`config.mk`:
```
export PLATFORM = sky130hd
export DESIGN_NAME = bivariate_polynomial_term_table
export DESIGN_NICKNAME = d
export VERILOG_FILES = /design/src/rtl/bptt_pkg.sv /design/src/rtl/bptt_ctrl.sv /design/src/rtl/bptt_dp.sv /design/src/rtl/bivariate_polynomial_term_table.sv
export SDC_FILE = /design/constraint.sdc
export NUM_CORES = 2
export LEC_CHECK = 0
export BUFFER_PORTS_ARGS = -buffer_cell sky130_fd_sc_hd__buf_2
export CORE_UTILIZATION = 55
export DETAILED_ROUTE_END_ITERATION = 8
export GPL_TIMING_DRIVEN = 0
export HOLD_SLACK_MARGIN = 0.03
export MAX_ROUTING_LAYER = met4
export PLACE_DENSITY = 0.72
export SETUP_SLACK_MARGIN = 0.2
export SYNTH_ARGS = -nofsm -noshare
export SYNTH_HDL_FRONTEND = slang
export SYNTH_SLANG_ARGS = --single-unit
```
`constraint.sdc`:
```
create_clock -name clk -period 20.6 [get_ports clk]
set_input_delay 3.09 -clock clk [delete_from_list [all_inputs] [get_ports clk]]
set_output_delay 3.09 -clock clk [all_outputs]
set_load 0.01 [all_outputs]
```
`src/rtl/bptt_pkg.sv`:
```
// Shared types and constants for the bivariate polynomial term table.
package bptt_pkg;

    localparam int MAX_TERMS = 16;
    localparam int MAX_POWER = 15;
    localparam int IDX_W     = $clog2(MAX_TERMS);
    localparam int CNT_W     = $clog2(MAX_TERMS + 1);
    localparam int POW_W     = 4;
    localparam int COEF_W    = 16;
    localparam int VAL_W     = 16;
    localparam int SUM_W     = 32;
    localparam int POS_W     = 5;
    localparam int CMD_W     = 2;

    localparam logic [CMD_W-1:0] CMD_INSERT = 2'd0;
    localparam logic [CMD_W-1:0] CMD_DELETE = 2'd1;
    localparam logic [CMD_W-1:0] CMD_EVAL   = 2'd2;

    // index register operations
    localparam logic [2:0] IDX_HOLD  = 3'd0;
    localparam logic [2:0] IDX_COUNT = 3'd1;
    localparam logic [2:0] IDX_POS   = 3'd2;
    localparam logic [2:0] IDX_ZERO  = 3'd3;
    localparam logic [2:0] IDX_DEC   = 3'd4;
    localparam logic [2:0] IDX_INC   = 3'd5;

    // table read address select
    localparam logic [1:0] RD_NONE = 2'd0;
    localparam logic [1:0] RD_PREV = 2'd1;
    localparam logic [1:0] RD_NEXT = 2'd2;
    localparam logic [1:0] RD_CUR  = 2'd3;

    // table write select
    localparam logic [1:0] WR_NONE  = 2'd0;
    localparam logic [1:0] WR_MOVED = 2'd1;
    localparam logic [1:0] WR_NEW   = 2'd2;

    typedef struct packed {
        logic                     neg;
        logic signed [COEF_W-1:0] coef;
        logic [POW_W-1:0]         px;
        logic [POW_W-1:0]         py;
    } term_t;

    typedef struct packed {
        logic       latch;
        logic [2:0] idx_op;
        logic [1:0] rd_sel;
        logic [1:0] wr_sel;
        logic       term_load;
        logic       mul_x;
        logic       mul_y;
        logic       acc;
        logic       sum_clr;
        logic       cnt_inc;
        logic       cnt_dec;
        logic       respond;
        logic       reject;
    } dp_ctrl_t;

    typedef struct packed {
        logic [CMD_W-1:0] cmd;
        logic             ins_bad;
        logic             del_bad;
        logic             idx_gt_pos;
        logic             idx_next_lt_cnt;
        logic             idx_lt_cnt;
        logic             ex_zero;
        logic             ey_zero;
    } dp_stat_t;

endpackage

```
`src/rtl/bptt_ctrl.sv`:
```
// Sequencer for insert, delete and evaluate commands.
module bptt_ctrl (
    input  logic                clk,
    input  logic                rst_n,
    input  logic                start,
    output logic                busy,
    input  bptt_pkg::dp_stat_t  stat,
    output bptt_pkg::dp_ctrl_t  ctrl
);

    localparam logic [3:0] S_IDLE    = 4'd0;
    localparam logic [3:0] S_DISP    = 4'd1;
    localparam logic [3:0] S_INS_CHK = 4'd2;
    localparam logic [3:0] S_INS_WR  = 4'd3;
    localparam logic [3:0] S_DEL_CHK = 4'd4;
    localparam logic [3:0] S_DEL_WR  = 4'd5;
    localparam logic [3:0] S_EV_CHK  = 4'd6;
    localparam logic [3:0] S_EV_LOAD = 4'd7;
    localparam logic [3:0] S_EV_MX   = 4'd8;
    localparam logic [3:0] S_EV_MY   = 4'd9;
    localparam logic [3:0] S_FIN     = 4'd10;

    logic [3:0] state_reg;
    logic [3:0] state_next;

    always_ff @(posedge clk or negedge rst_n)
    begin
        if (!rst_n)
        begin
            state_reg <= S_IDLE;
        end
        else
        begin
            state_reg <= state_next;
        end
    end

    assign busy = (state_reg != S_IDLE);

    always_comb
    begin
        state_next = state_reg;
        ctrl       = '0;
        unique case (state_reg)
            S_IDLE:
            begin
                if (start)
                begin
                    ctrl.latch = 1'b1;
                    state_next = S_DISP;
                end
            end
            S_DISP:
            begin
                priority if (stat.cmd == bptt_pkg::CMD_INSERT && !stat.ins_bad)
                begin
                    ctrl.idx_op = bptt_pkg::IDX_COUNT;
                    state_next  = S_INS_CHK;
                end
                else if (stat.cmd == bptt_pkg::CMD_DELETE && !stat.del_bad)
                begin
                    ctrl.idx_op = bptt_pkg::IDX_POS;
                    state_next  = S_DEL_CHK;
                end
                else if (stat.cmd == bptt_pkg::CMD_EVAL)
                begin
                    ctrl.idx_op  = bptt_pkg::IDX_ZERO;
                    ctrl.sum_clr = 1'b1;
                    state_next   = S_EV_CHK;
                end
                else
                begin
                    ctrl.respond = 1'b1;
                    ctrl.reject  = 1'b1;
                    state_next   = S_IDLE;
                end
            end
            S_INS_CHK:
            begin
                if (stat.idx_gt_pos)
                begin
                    ctrl.rd_sel = bptt_pkg::RD_PREV;
                    state_next  = S_INS_WR;
                end
                else
                begin
                    ctrl.wr_sel  = bptt_pkg::WR_NEW;
                    ctrl.cnt_inc = 1'b1;
                    state_next   = S_FIN;
                end
            end
            S_INS_WR:
            begin
                ctrl.wr_sel = bptt_pkg::WR_MOVED;
                ctrl.idx_op = bptt_pkg::IDX_DEC;
                state_next  = S_INS_CHK;
            end
            S_DEL_CHK:
            begin
                if (stat.idx_next_lt_cnt)
                begin
                    ctrl.rd_sel = bptt_pkg::RD_NEXT;
                    state_next  = S_DEL_WR;
                end
                else
                begin
                    ctrl.cnt_dec = 1'b1;
                    state_next   = S_FIN;
                end
            end
            S_DEL_WR:
            begin
                ctrl.wr_sel = bptt_pkg::WR_MOVED;
                ctrl.idx_op = bptt_pkg::IDX_INC;
                state_next  = S_DEL_CHK;
            end
            S_EV_CHK:
            begin
                if (stat.idx_lt_cnt)
                begin
                    ctrl.rd_sel = bptt_pkg::RD_CUR;
                    state_next  = S_EV_LOAD;
                end
                else
                begin
                    state_next = S_FIN;
                end
            end
            S_EV_LOAD:
            begin
                ctrl.term_load = 1'b1;
                state_next     = S_EV_MX;
            end
            S_EV_MX:
            begin
                if (stat.ex_zero)
                begin
                    state_next = S_EV_MY;
                end
                else
                begin
                    ctrl.mul_x = 1'b1;
                end
            end
            S_EV_MY:
            begin
                if (stat.ey_zero)
                begin
                    ctrl.acc    = 1'b1;
                    ctrl.idx_op = bptt_pkg::IDX_INC;
                    state_next  = S_EV_CHK;
                end
                else
                begin
                    ctrl.mul_y = 1'b1;
                end
            end
            S_FIN:
            begin
                ctrl.respond = 1'b1;
                state_next   = S_IDLE;
            end
            default:
            begin
                state_next = S_IDLE;
            end
        endcase
    end

endmodule

```
`src/rtl/bptt_dp.sv`:
```
// Datapath: term memory, index and count, power multiplier and accumulator.
module bptt_dp (
    input  logic                                     clk,
    input  logic                                     rst_n,
    input  bptt_pkg::dp_ctrl_t                       ctrl,
    output bptt_pkg::dp_stat_t                       stat,
    input  logic [bptt_pkg::CMD_W-1:0]               command,
    input  logic [bptt_pkg::POS_W-1:0]               position,
    input  logic                                     negate_term,
    input  logic signed [bptt_pkg::COEF_W-1:0]       coefficient,
    input  logic [bptt_pkg::POW_W-1:0]               x_power,
    input  logic [bptt_pkg::POW_W-1:0]               y_power,
    input  logic signed [bptt_pkg::VAL_W-1:0]        x_value,
    input  logic signed [bptt_pkg::VAL_W-1:0]        y_value,
    output logic                                     done,
    output logic                                     status,
    output logic signed [bptt_pkg::SUM_W-1:0]        sum,
    output logic [bptt_pkg::CNT_W-1:0]               term_count
);

    localparam int CW = bptt_pkg::CNT_W;
    localparam int SW = bptt_pkg::SUM_W;

    bptt_pkg::term_t              mem [bptt_pkg::MAX_TERMS];
    bptt_pkg::term_t              rd_data_reg;

    logic [bptt_pkg::CMD_W-1:0]   cmd_reg;
    logic [bptt_pkg::POS_W-1:0]   pos_reg;
    bptt_pkg::term_t              new_term_reg;
    logic [SW-1:0]                xv_reg;
    logic [SW-1:0]                yv_reg;

    logic [CW-1:0]                cnt_reg;
    logic [CW-1:0]                idx_reg;
    logic [CW-1:0]                idx_next;
    logic [CW-1:0]                idx_prev;
    logic [CW-1:0]                idx_plus;
    logic [CW-1:0]                rd_addr;

    logic [SW-1:0]                prod_reg;
    logic [SW-1:0]                mul_op;
    logic [bptt_pkg::POW_W-1:0]   ex_reg;
    logic [bptt_pkg::POW_W-1:0]   ey_reg;
    logic                         neg_reg;
    logic [SW-1:0]                acc_reg;

    logic                         done_reg;
    logic                         status_reg;
    logic [SW-1:0]                sum_reg;

    assign idx_prev = idx_reg - CW'(1);
    assign idx_plus = idx_reg + CW'(1);

    // operand capture at command accept
    always_ff @(posedge clk)
    begin
        if (ctrl.latch)
        begin
            cmd_reg           <= command;
            pos_reg           <= position;
            new_term_reg.neg  <= negate_term;
            new_term_reg.coef <= coefficient;
            new_term_reg.px   <= x_power;
            new_term_reg.py   <= y_power;
            xv_reg            <= SW'(x_value);
            yv_reg            <= SW'(y_value);
        end
    end

    always_comb
    begin
        unique case (ctrl.idx_op)
            bptt_pkg::IDX_COUNT: idx_next = cnt_reg;
            bptt_pkg::IDX_POS:   idx_next = CW'(pos_reg);
            bptt_pkg::IDX_ZERO:  idx_next = '0;
            bptt_pkg::IDX_DEC:   idx_next = idx_prev;
            bptt_pkg::IDX_INC:   idx_next = idx_plus;
            default:             idx_next = idx_reg;
        endcase
    end

    always_ff @(posedge clk or negedge rst_n)
    begin
        if (!rst_n)
        begin
            cnt_reg <= '0;
            idx_reg <= '0;
        end
        else
        begin
            idx_reg <= idx_next;
            if (ctrl.cnt_inc)
            begin
                cnt_reg <= cnt_reg + CW'(1);
            end
            else if (ctrl.cnt_dec)
            begin
                cnt_reg <= cnt_reg - CW'(1);
            end
        end
    end

    always_comb
    begin
        unique case (ctrl.rd_sel)
            bptt_pkg::RD_PREV: rd_addr = idx_prev;
            bptt_pkg::RD_NEXT: rd_addr = idx_plus;
            default:           rd_addr = idx_reg;
        endcase
    end

    // term memory: one read port with registered data, one write port
    always_ff @(posedge clk)
    begin
        if (ctrl.rd_sel != bptt_pkg::RD_NONE)
        begin
            rd_data_reg <= mem[rd_addr[bptt_pkg::IDX_W-1:0]];
        end
        if (ctrl.wr_sel == bptt_pkg::WR_MOVED)
        begin
            mem[idx_reg[bptt_pkg::IDX_W-1:0]] <= rd_data_reg;
        end
        else if (ctrl.wr_sel == bptt_pkg::WR_NEW)
        begin
            mem[idx_reg[bptt_pkg::IDX_W-1:0]] <= new_term_reg;
        end
    end

    // one multiply per cycle, low 32 bits kept
    assign mul_op = ctrl.mul_y ? yv_reg : xv_reg;

    always_ff @(posedge clk)
    begin
        if (ctrl.term_load)
        begin
            prod_reg <= SW'(rd_data_reg.coef);
            ex_reg   <= rd_data_reg.px;
            ey_reg   <= rd_data_reg.py;
            neg_reg  <= rd_data_reg.neg;
        end
        else if (ctrl.mul_x)
        begin
            prod_reg <= prod_reg * mul_op;
            ex_reg   <= ex_reg - bptt_pkg::POW_W'(1);
        end
        else if (ctrl.mul_y)
        begin
            prod_reg <= prod_reg * mul_op;
            ey_reg   <= ey_reg - bptt_pkg::POW_W'(1);
        end
        if (ctrl.sum_clr)
        begin
            acc_reg <= '0;
        end
        else if (ctrl.acc)
        begin
            acc_reg <= neg_reg ? (acc_reg - prod_reg) : (acc_reg + prod_reg);
        end
    end

    always_ff @(posedge clk or negedge rst_n)
    begin
        if (!rst_n)
        begin
            done_reg   <= 1'b0;
            status_reg <= 1'b0;
        end
        else
        begin
            done_reg <= ctrl.respond;
            if (ctrl.respond)
            begin
                status_reg <= ctrl.reject;
            end
        end
    end

    always_ff @(posedge clk)
    begin
        if (ctrl.respond)
        begin
            sum_reg <= (!ctrl.reject && cmd_reg == bptt_pkg::CMD_EVAL) ? acc_reg : '0;
        end
    end

    // powers are 4 bits wide, so they never exceed the power limit
    assign stat.cmd             = cmd_reg;
    assign stat.ins_bad         = (CW'(pos_reg) > cnt_reg) || (pos_reg > CW'(bptt_pkg::MAX_TERMS))
                                  || (cnt_reg >= CW'(bptt_pkg::MAX_TERMS));
    assign stat.del_bad         = (pos_reg >= bptt_pkg::POS_W'(cnt_reg));
    assign stat.idx_gt_pos      = (idx_reg > CW'(pos_reg));
    assign stat.idx_next_lt_cnt = ({1'b0, idx_reg} + (CW+1)'(1)) < {1'b0, cnt_reg};
    assign stat.idx_lt_cnt      = (idx_reg < cnt_reg);
    assign stat.ex_zero         = (ex_reg == '0);
    assign stat.ey_zero         = (ey_reg == '0);

    assign done       = done_reg;
    assign status     = status_reg;
    assign sum        = sum_reg;
    assign term_count = cnt_reg;

endmodule

```
`src/rtl/bivariate_polynomial_term_table.sv`:
```
// Top level of the bivariate polynomial term table.
//
// Command channel: a word (command, position, term fields, x_value, y_value)
// is taken at a rising edge with start high and busy low. busy stays high
// until the result is out; start is ignored while busy.
// Result channel: done is high for exactly one cycle with status, sum and
// term_count valid; the receiver must take it then.
// Rejected commands respond straight from dispatch. An insert moves the
// entries from the end down to position p up by one place, then writes
// the new term at p; a delete moves the entries above p down by one place.
// An evaluation walks every term, multiplies its coefficient by x_value px
// times and by y_value py times, and adds or subtracts the product.
// Evaluation runs one 32-bit multiply per cycle per power step; inserts and
// deletes move one table entry at a time, each read and then written back.
// A new command may be accepted in the cycle that done is high.
// Reset clears the term count; table contents are left as they are.
module bivariate_polynomial_term_table (
    input  logic                                     clk,
    input  logic                                     rst_n,
    input  logic                                     start,
    output logic                                     busy,
    input  logic [bptt_pkg::CMD_W-1:0]               command,
    input  logic [bptt_pkg::POS_W-1:0]               position,
    input  logic                                     negate_term,
    input  logic signed [bptt_pkg::COEF_W-1:0]       coefficient,
    input  logic [bptt_pkg::POW_W-1:0]               x_power,
    input  logic [bptt_pkg::POW_W-1:0]               y_power,
    input  logic signed [bptt_pkg::VAL_W-1:0]        x_value,
    input  logic signed [bptt_pkg::VAL_W-1:0]        y_value,
    output logic                                     done,
    output logic                                     status,
    output logic signed [bptt_pkg::SUM_W-1:0]        sum,
    output logic [bptt_pkg::CNT_W-1:0]               term_count
);

    bptt_pkg::dp_ctrl_t ctrl;
    bptt_pkg::dp_stat_t stat;

    bptt_ctrl u_ctrl (
        .clk   (clk),
        .rst_n (rst_n),
        .start (start),
        .busy  (busy),
        .stat  (stat),
        .ctrl  (ctrl)
    );

    bptt_dp u_dp (
        .clk         (clk),
        .rst_n       (rst_n),
        .ctrl        (ctrl),
        .stat        (stat),
        .command     (command),
        .position    (position),
        .negate_term (negate_term),
        .coefficient (coefficient),
        .x_power     (x_power),
        .y_power     (y_power),
        .x_value     (x_value),
        .y_value     (y_value),
        .done        (done),
        .status      (status),
        .sum         (sum),
        .term_count  (term_count)
    );

`ifndef NO_ASSERTIONS
    a_accept_busy: assert property (@(posedge clk) disable iff (!rst_n)
        start && !busy |=> busy)
        else $error("accepted word did not raise busy");

    a_done_pulse: assert property (@(posedge clk) disable iff (!rst_n)
        done |=> !done)
        else $error("done held longer than one cycle");

    a_done_idle: assert property (@(posedge clk) disable iff (!rst_n)
        done |-> !busy)
        else $error("result issued while still busy");

    a_count_range: assert property (@(posedge clk) disable iff (!rst_n)
        term_count <= bptt_pkg::CNT_W'(bptt_pkg::MAX_TERMS))
        else $error("term count beyond table size");

    a_reject_sum: assert property (@(posedge clk) disable iff (!rst_n)
        done && status |-> sum == '0)
        else $error("rejected word returned a nonzero sum");
`endif

endmodule

```
# Yosys cells after proc, flatten, opt, wreduce, memory -nomap -nowiden
# Memory sizes are Yosys's and may differ from the RTL's. A register that Yosys moved wholly into a read port is not among the register bits.
# Cells that the tools add are included.
# Widths: inputs -> output; s select.
[classes] addsub=9 mul=1 n_lt_le_gt_ge=7 eq_ne=25 muxes=62 bitwise=1 reduce_logical=22
[ops] op="$mux 32" count=5
[ops] op="$mux 4" count=12
[ops] op="$pmux 4 s10" count=1
[ops] op="$add 32x32->32" count=1
[ops] op="$mul 32x32->32" count=1
[ops] op="$sub 32x32->32" count=1
[ops] op="$mux 25" count=1
[ops] op="$pmux 5 s5" count=1
[ops] op="$mux 1" count=22
[ops] op="$eq 4x3->1 const B" count=4
[ops] op="$mux 2" count=8
[ops] op="$mux 3" count=5
[ops] op="$eq 4x4->1 const B" count=3
[ops] op="$logic_not 4->1" count=3
[ops] op="$pmux 3 s4" count=1
[ops] op="$add 5x1->5 const B" count=2
[ops] op="$gt 5x5->1" count=2
[ops] op="$mux 5" count=2
[ops] op="$sub 5x1->5 const B" count=2
[ops] op="$eq 4x2->1 const B" count=2
[ops] op="$pmux 4 s2" count=1
[ops] op="$reduce_bool 2->1" count=4
[ops] op="$sub 4x1->4 const B" count=2
[ops] op="$add 5x1->6 const B" count=1
[ops] op="other kinds (27)" count=40
[totals] reg_bits=185 ramBits=400 inputBits=67 out_inout_bits=40 wordCells=147 mem_count=1
[mem_list] memory="u_dp.mem" words=16 word_bits=25 rd=1 rd_clocked_by_memory_dff=1 write_ports=1 line="bptt_dp.sv:24" source="bptt_pkg::term_t mem [bptt_pkg::MAX_TERMS];"

# Longest topological paths before layout
[depth] depth_word=9 ltp_mapped=34 mapped_depth_nobuf=31

# Hierarchy
# A second synthesis with hierarchy kept.
[unflattened] cells_unflattened=3209 area_unflattened_um2=40869.2
[by_module_without_submodules] module="bptt_dp" instances=1 cells_each=3132 area_per_inst_um2=40334.9 seq_area_each_um2=17817.1
[by_module_without_submodules] module="bptt_ctrl" instances=1 cells_each=77 area_per_inst_um2=534.3 seq_area_each_um2=100.1

# Worst setup path before layout
# OpenSTA, ideal clock, no wires.
[synth_timing] path_type="flip-flop to flip-flop" start="register u_dp.ey_reg[0] in the netlist's numbering" end="register u_dp.prod_reg[31] (data pin)" setup_time_ns=0.263 t_arrival_ns=8.234 t_required_ns=20.337 slack_ns=12.103 stages_incl_launch_ff=33 path_buffers=3 synth_period_minus_slack_ns=8.497 cell_sequence="edfxtp_1 > inv_1 > ha_1 > or3b_4 > nand2_4 > buf_12 > buf_12 > clkbuf_1 > mux2i_1 > nor2_1 > fa_1 > fa_1 > fa_1 > inv_1 > fa_1 > inv_1 > fa_1 > inv_1 > fa_1 > inv_1 > fa_1 > fa_1 > ha_1 > a21o_1 > a21o_1 > a21oi_1 > o21ai_0 > a211oi_1 > o21ai_0 > a21oi_1 > o21ai_0 > xnor2_1 > o21ai_1"
[synth_via] elab_chain_cells=8
[synth_lines] element="start: declaration" line="bptt_dp.sv:43" source="logic [bptt_pkg::POW_W-1:0] ey_reg;"
[synth_lines] element="start signal: assignment" line="bptt_dp.sv:138" source="ey_reg <= rd_data_reg.py;"
[synth_lines] element="start signal: assignment" line="bptt_dp.sv:149" source="ey_reg <= ey_reg - bptt_pkg::POW_W'(1);"
[synth_lines] element="$logic_not 4->1 (*)" line="bptt_dp.sv:195" source="assign stat.ey_zero = (ey_reg == '0);"
[synth_lines] element="$mux 1 (*)" line="bptt_ctrl.sv:147" source="if (stat.ey_zero)"
[synth_lines] element="$mux 2 (*)" line="bptt_ctrl.sv:44" source="unique case (state_reg)"
[synth_lines] element="$mux 32 (*)" line="bptt_dp.sv:130" source="assign mul_op = ctrl.mul_y ? yv_reg : xv_reg;"
[synth_lines] element="$mul 32x32->32 (*)" line="bptt_dp.sv:143, bptt_dp.sv:148"
[synth_lines] element="$mux 32" line="bptt_dp.sv:146" source="else if (ctrl.mul_y)"
[synth_lines] element="$mux 32 (*)" line="bptt_dp.sv:141" source="else if (ctrl.mul_x)"
[synth_lines] element="$mux 32 (*)" line="bptt_dp.sv:134" source="if (ctrl.term_load)"
[synth_lines] element="end signal: assignment" line="bptt_dp.sv:136" source="prod_reg <= SW'(rd_data_reg.coef);"
[synth_lines] element="end signal: assignment" line="bptt_dp.sv:143" source="prod_reg <= prod_reg * mul_op;"
[synth_lines] element="end signal: assignment" line="bptt_dp.sv:148" source="prod_reg <= prod_reg * mul_op;"
[synth_lines] element="end: declaration" line="bptt_dp.sv:40" source="logic [SW-1:0] prod_reg;"
# Mark *: on every way between the ends. The rest lies on a longest branch, timed or not. The select of a mux whose other input is x is not followed.
# A chain may end at the register's enable or synchronous reset.

# Worst setup path in the final report
# Ends and elaborated chain as after synthesis.

==> metrics.txt <==
# TYPE chip_impl_metric gauge
chip_impl_metric{name="post_cts.resized_instances",unit=""} 0
chip_impl_metric{name="worst_skew_pair.late_latency",unit="ps"} 620
chip_impl_metric{name="num_vias",unit=""} 26600
chip_impl_metric{name="groute.usage.overall",unit="%"} 31.3
chip_impl_metric{name="chip_height",unit="um"} 274
chip_impl_metric{name="first_global_vias",unit=""} 27200
chip_impl_metric{name="detail_route.wl_per_cell",unit="um"} 24.7
chip_impl_metric{name="final_critical_path_setup_slack",unit="ps"} 9320
chip_impl_metric{name="finClkSkew",unit="ps"} 28.1
chip_impl_metric{name="postSynthAreaPerCell",unit="um2"} 12.5
chip_impl_metric{name="grt_pass1_wl",unit="mm"} 167
chip_impl_metric{name="dp_slack",unit="ps"} 9560
chip_impl_metric{name="worst_slew_pin_slew",unit="ps"} 1490
chip_impl_metric{name="fp.coreArea",unit="um2"} 73200
chip_impl_metric{name="post-dp-hpwl",unit="mm"} 81.7
chip_impl_metric{name="finalHoldViolations",unit=""} 0
chip_impl_metric{name="cts.reportedPaths.clkPinSlew",unit="ps"} 60
chip_impl_metric{name="port_buffers",unit=""} 106
chip_impl_info{name="cp-end-kind",value="flip-flop"} 1
chip_impl_info{name="yosys_most_used_dff",value="edfxtp_1"} 1
chip_impl_metric{name="syn_inst",unit=""} 3256
chip_impl_metric{name="die_x",unit="um"} 274
chip_impl_metric{name="ys_types",unit=""} 84
chip_impl_metric{name="layout_worst_path_cycle_share",unit="%"} 54.8
chip_impl_metric{name="cts_buffers",unit=""} 67
chip_impl_metric{name="initial_antenna_violation_count",unit=""} 0
chip_impl_metric{name="hold_slack",unit="ps"} 470
chip_impl_metric{name="ys_seq_elements",unit=""} 610
chip_impl_metric{name="detailed_router_iteration_count_before_antenna_repair",unit=""} 7
chip_impl_info{name="layout.cells.most_common_list",value="edfxtp_1, inv_1, fa_1"} 1
chip_impl_metric{name="die_area",unit="um2"} 75300
chip_impl_info{name="clock-root-buffer",value="clkbuf_16"} 1
chip_impl_info{name="critPathSlowestCell",value="mux2i_1"} 1
chip_impl_metric{name="post_synthesis_net_count",unit=""} 3896
chip_impl_metric{name="period_minus_slack",unit="ps"} 11280
chip_impl_metric{name="ioPinCount",unit=""} 107
chip_impl_metric{name="clock.fmax",unit="MHz"} 88.7
chip_impl_metric{name="arrival",unit="ps"} 11630
chip_impl_metric{name="max_slew_margin",unit="%"} -2.39
chip_impl_metric{name="synthArstFlopShare",unit="%"} 2.62
chip_impl_metric{name="buffer_count_from_post_cts_setup_fixing",unit=""} 0
chip_impl_metric{name="clockBufferDepth",unit=""} 3
chip_impl_info{name="failed_checks",value="design-rule violations, max-capacitance violations, max-slew violations"} 1
chip_impl_metric{name="setup_viol",unit=""} 0
chip_impl_metric{name="cts_num_sinks",unit=""} 610
chip_impl_metric{name="postRouteAntennaNets",unit=""} 0
chip_impl_metric{name="timing.hold.worst_path_depth",unit=""} 2
chip_impl_metric{name="core.rowCount",unit=""} 99
chip_impl_metric{name="final_layout_net_count",unit=""} 4089
chip_impl_metric{name="ff2ff_path_depth",unit=""} 30
chip_impl_metric{name="grt_max_degree",unit=""} 49
chip_impl_metric{name="synth.yosys.seq_area_share",unit="%"} 43.9
chip_impl_info{name="status",value="complete, but fails checks"} 1
chip_impl_info{name="layout_commonest_cell",value="edfxtp_1"} 1
chip_impl_metric{name="area_delta_synth_final",unit="%"} 11.2
chip_impl_metric{name="finalWeightedCongestion",unit=""} 0.963
chip_impl_metric{name="vias_per_cell",unit=""} 5.97
chip_impl_metric{name="holdBufCountCts",unit=""} 0
chip_impl_info{name="rsz0062_at_grt",value="false"} 1
chip_impl_metric{name="max_cap_viol_count",unit=""} 1
chip_impl_metric{name="timing.critical_path.slowest_cell_delay",unit="ps"} 1290
chip_impl_metric{name="setup_tns",unit="ps"} 0
chip_impl_metric{name="initial_utilization",unit="%"} 55.8
chip_impl_metric{name="grt.overflow.total",unit=""} 0
chip_impl_info{name="setup.worst_path.start_class",value="flip-flop"} 1
chip_impl_metric{name="route.detailed.drc",unit=""} 12
chip_impl_metric{name="htreeDepth",unit=""} 3
chip_impl_metric{name="total_wire_length",unit="mm"} 110
chip_impl_metric{name="mappedNetlistArea",unit="um2"} 40800
chip_impl_metric{name="yosysWarnings",unit=""} 0
chip_impl_info{name="worstHoldPathType",value="flip-flop to flip-flop"} 1
chip_impl_metric{name="final_max_slew_viol_count",unit=""} 1
chip_impl_info{name="crit_top_cell",value="fa_1"} 1
chip_impl_metric{name="timing.critical_path.fanout_max",unit=""} 10
chip_impl_metric{name="drive_gt1_share",unit="%"} 12.5
chip_impl_info{name="cts_tree",value="yes"} 1
chip_impl_metric{name="cp_data_required_time",unit="ps"} 20950
chip_impl_info{name="worst-setup-path-type",value="flip-flop to flip-flop"} 1
chip_impl_metric{name="drt-initial-drc-count",unit=""} 2795
chip_impl_metric{name="largest_register_ffs",unit=""} 400
chip_impl_metric{name="synth_enable_flop_cells",unit=""} 562
-- cells in the mapped netlist, drive strengths merged, types with 5 or more instances --
cell    instances  share of area, %
edfxtp        562                41
inv           411               3.8
fa            388                19
nand2         323               3.0
and2          207               3.2
ha            185               5.7
nor2          153               1.4
clkbuf        111               1.0
a21oi         110               1.4
xnor2         110               2.4
mux4          100               5.5
o21ai          80              0.98
a31oi          45              0.71
mux2           42               1.2
a211oi         39              0.74
buf            37              0.52
a21o           36              0.66
dfxtp          32               1.6
nand2b         29              0.44
xor2           26              0.56
nor2b          24              0.37
nor3           24              0.29
mux2i          19              0.51
o21a           17              0.31
dfrtp          16              0.98
nand3          16              0.20
o21bai         12              0.22
and3           11              0.17
nor4            9              0.19
a211o           7              0.15
clkinv          6             0.055
nand4           6             0.092
or3             6             0.092
a221oi          5              0.11
o211ai          5             0.092
-- logic make-up after synthesis --
group	synth area share, %
AO/OA/AOI/OAI	5.91
XOR/XNOR	3.01
adder cells (fa/ha/maj)	24.7
buffers and inverters	5.38
flip-flops	43.9
multiplexers	7.24
AND/OR/NAND/NOR	9.86
-- layout make-up --
cell class,count,area [um2]
fillers,5574,27800
multi-input cells,2081,20800
flip-flops and latches,610,17900
clock buffers,81,1750
inverters,417,1570
well taps,959,1200
repair buffers,124,1030
plain buffers,148,631
clock inverters,41,449
diodes,1,2.50
-- path summary, 6_finish.rpt --
kind	slack, ps	to	start
worst min-delay path	470	u_dp.acc_reg[8]$_SDFFE_PP0P_	u_dp.acc_reg[8]$_SDFFE_PP0P_
worst max-delay path	9320	u_dp.prod_reg[31]$_DFFE_PP_	u_dp.ey_reg[0]$_DFFE_PP_
worst max register to register	9320	u_dp.prod_reg[31]$_DFFE_PP_	u_dp.ey_reg[0]$_DFFE_PP_
min in group asynchronous	2390	u_dp.term_count[3]$_DFFE_PN0N_	rst_n
worst min register to register	470	u_dp.acc_reg[8]$_SDFFE_PP0P_	u_dp.acc_reg[8]$_SDFFE_PP0P_
max in group asynchronous	17910	u_dp.idx_reg[3]$_DFFE_PN0P_	rst_n
-- per-layer routing --
layer	GRT usage, %	wire, um	vias up
li1	-	-	11500
met1	40.2	42800	13600
met2	49.2	52600	1336
met3	6.01	10100	269
met4	12.1	4780	0
met5	-	0	-
-- metrics by stage --
| stage | instances | instance area [um2] | util, % |
|---|---|---|---|
| 2_1_floorplan | 3256 | 40800 | - |
| 3_3_place_gp | 4321 | 42500 | 58.1 |
| 3_5_place_dp | 4339 | 43200 | 59.0 |
| 4_1_cts | 4461 | 45400 | 62.0 |
| 5_1_grt | 4461 | 45400 | 62.0 |
| 6_report | 4462 | 45400 | 62.0 |
-- worst max-delay path: cells and delay by family, from the launching register on --
kind / cells / cell delay, ps
muxes: 1 / 1290
buffers and inverters: 6 / 1640
xor gates and xnor gates: 1 / 200
AOI/OAI and AO/OA: 9 / 2480
adders and majority gates: 10 / 4090
and+or+nand+nor: 3 / 830
DFF: 1 / 420
Power is left out: the tool's default activity adds up to more than one toggle a clock period on the data nets, which glitch-free logic cannot reach.
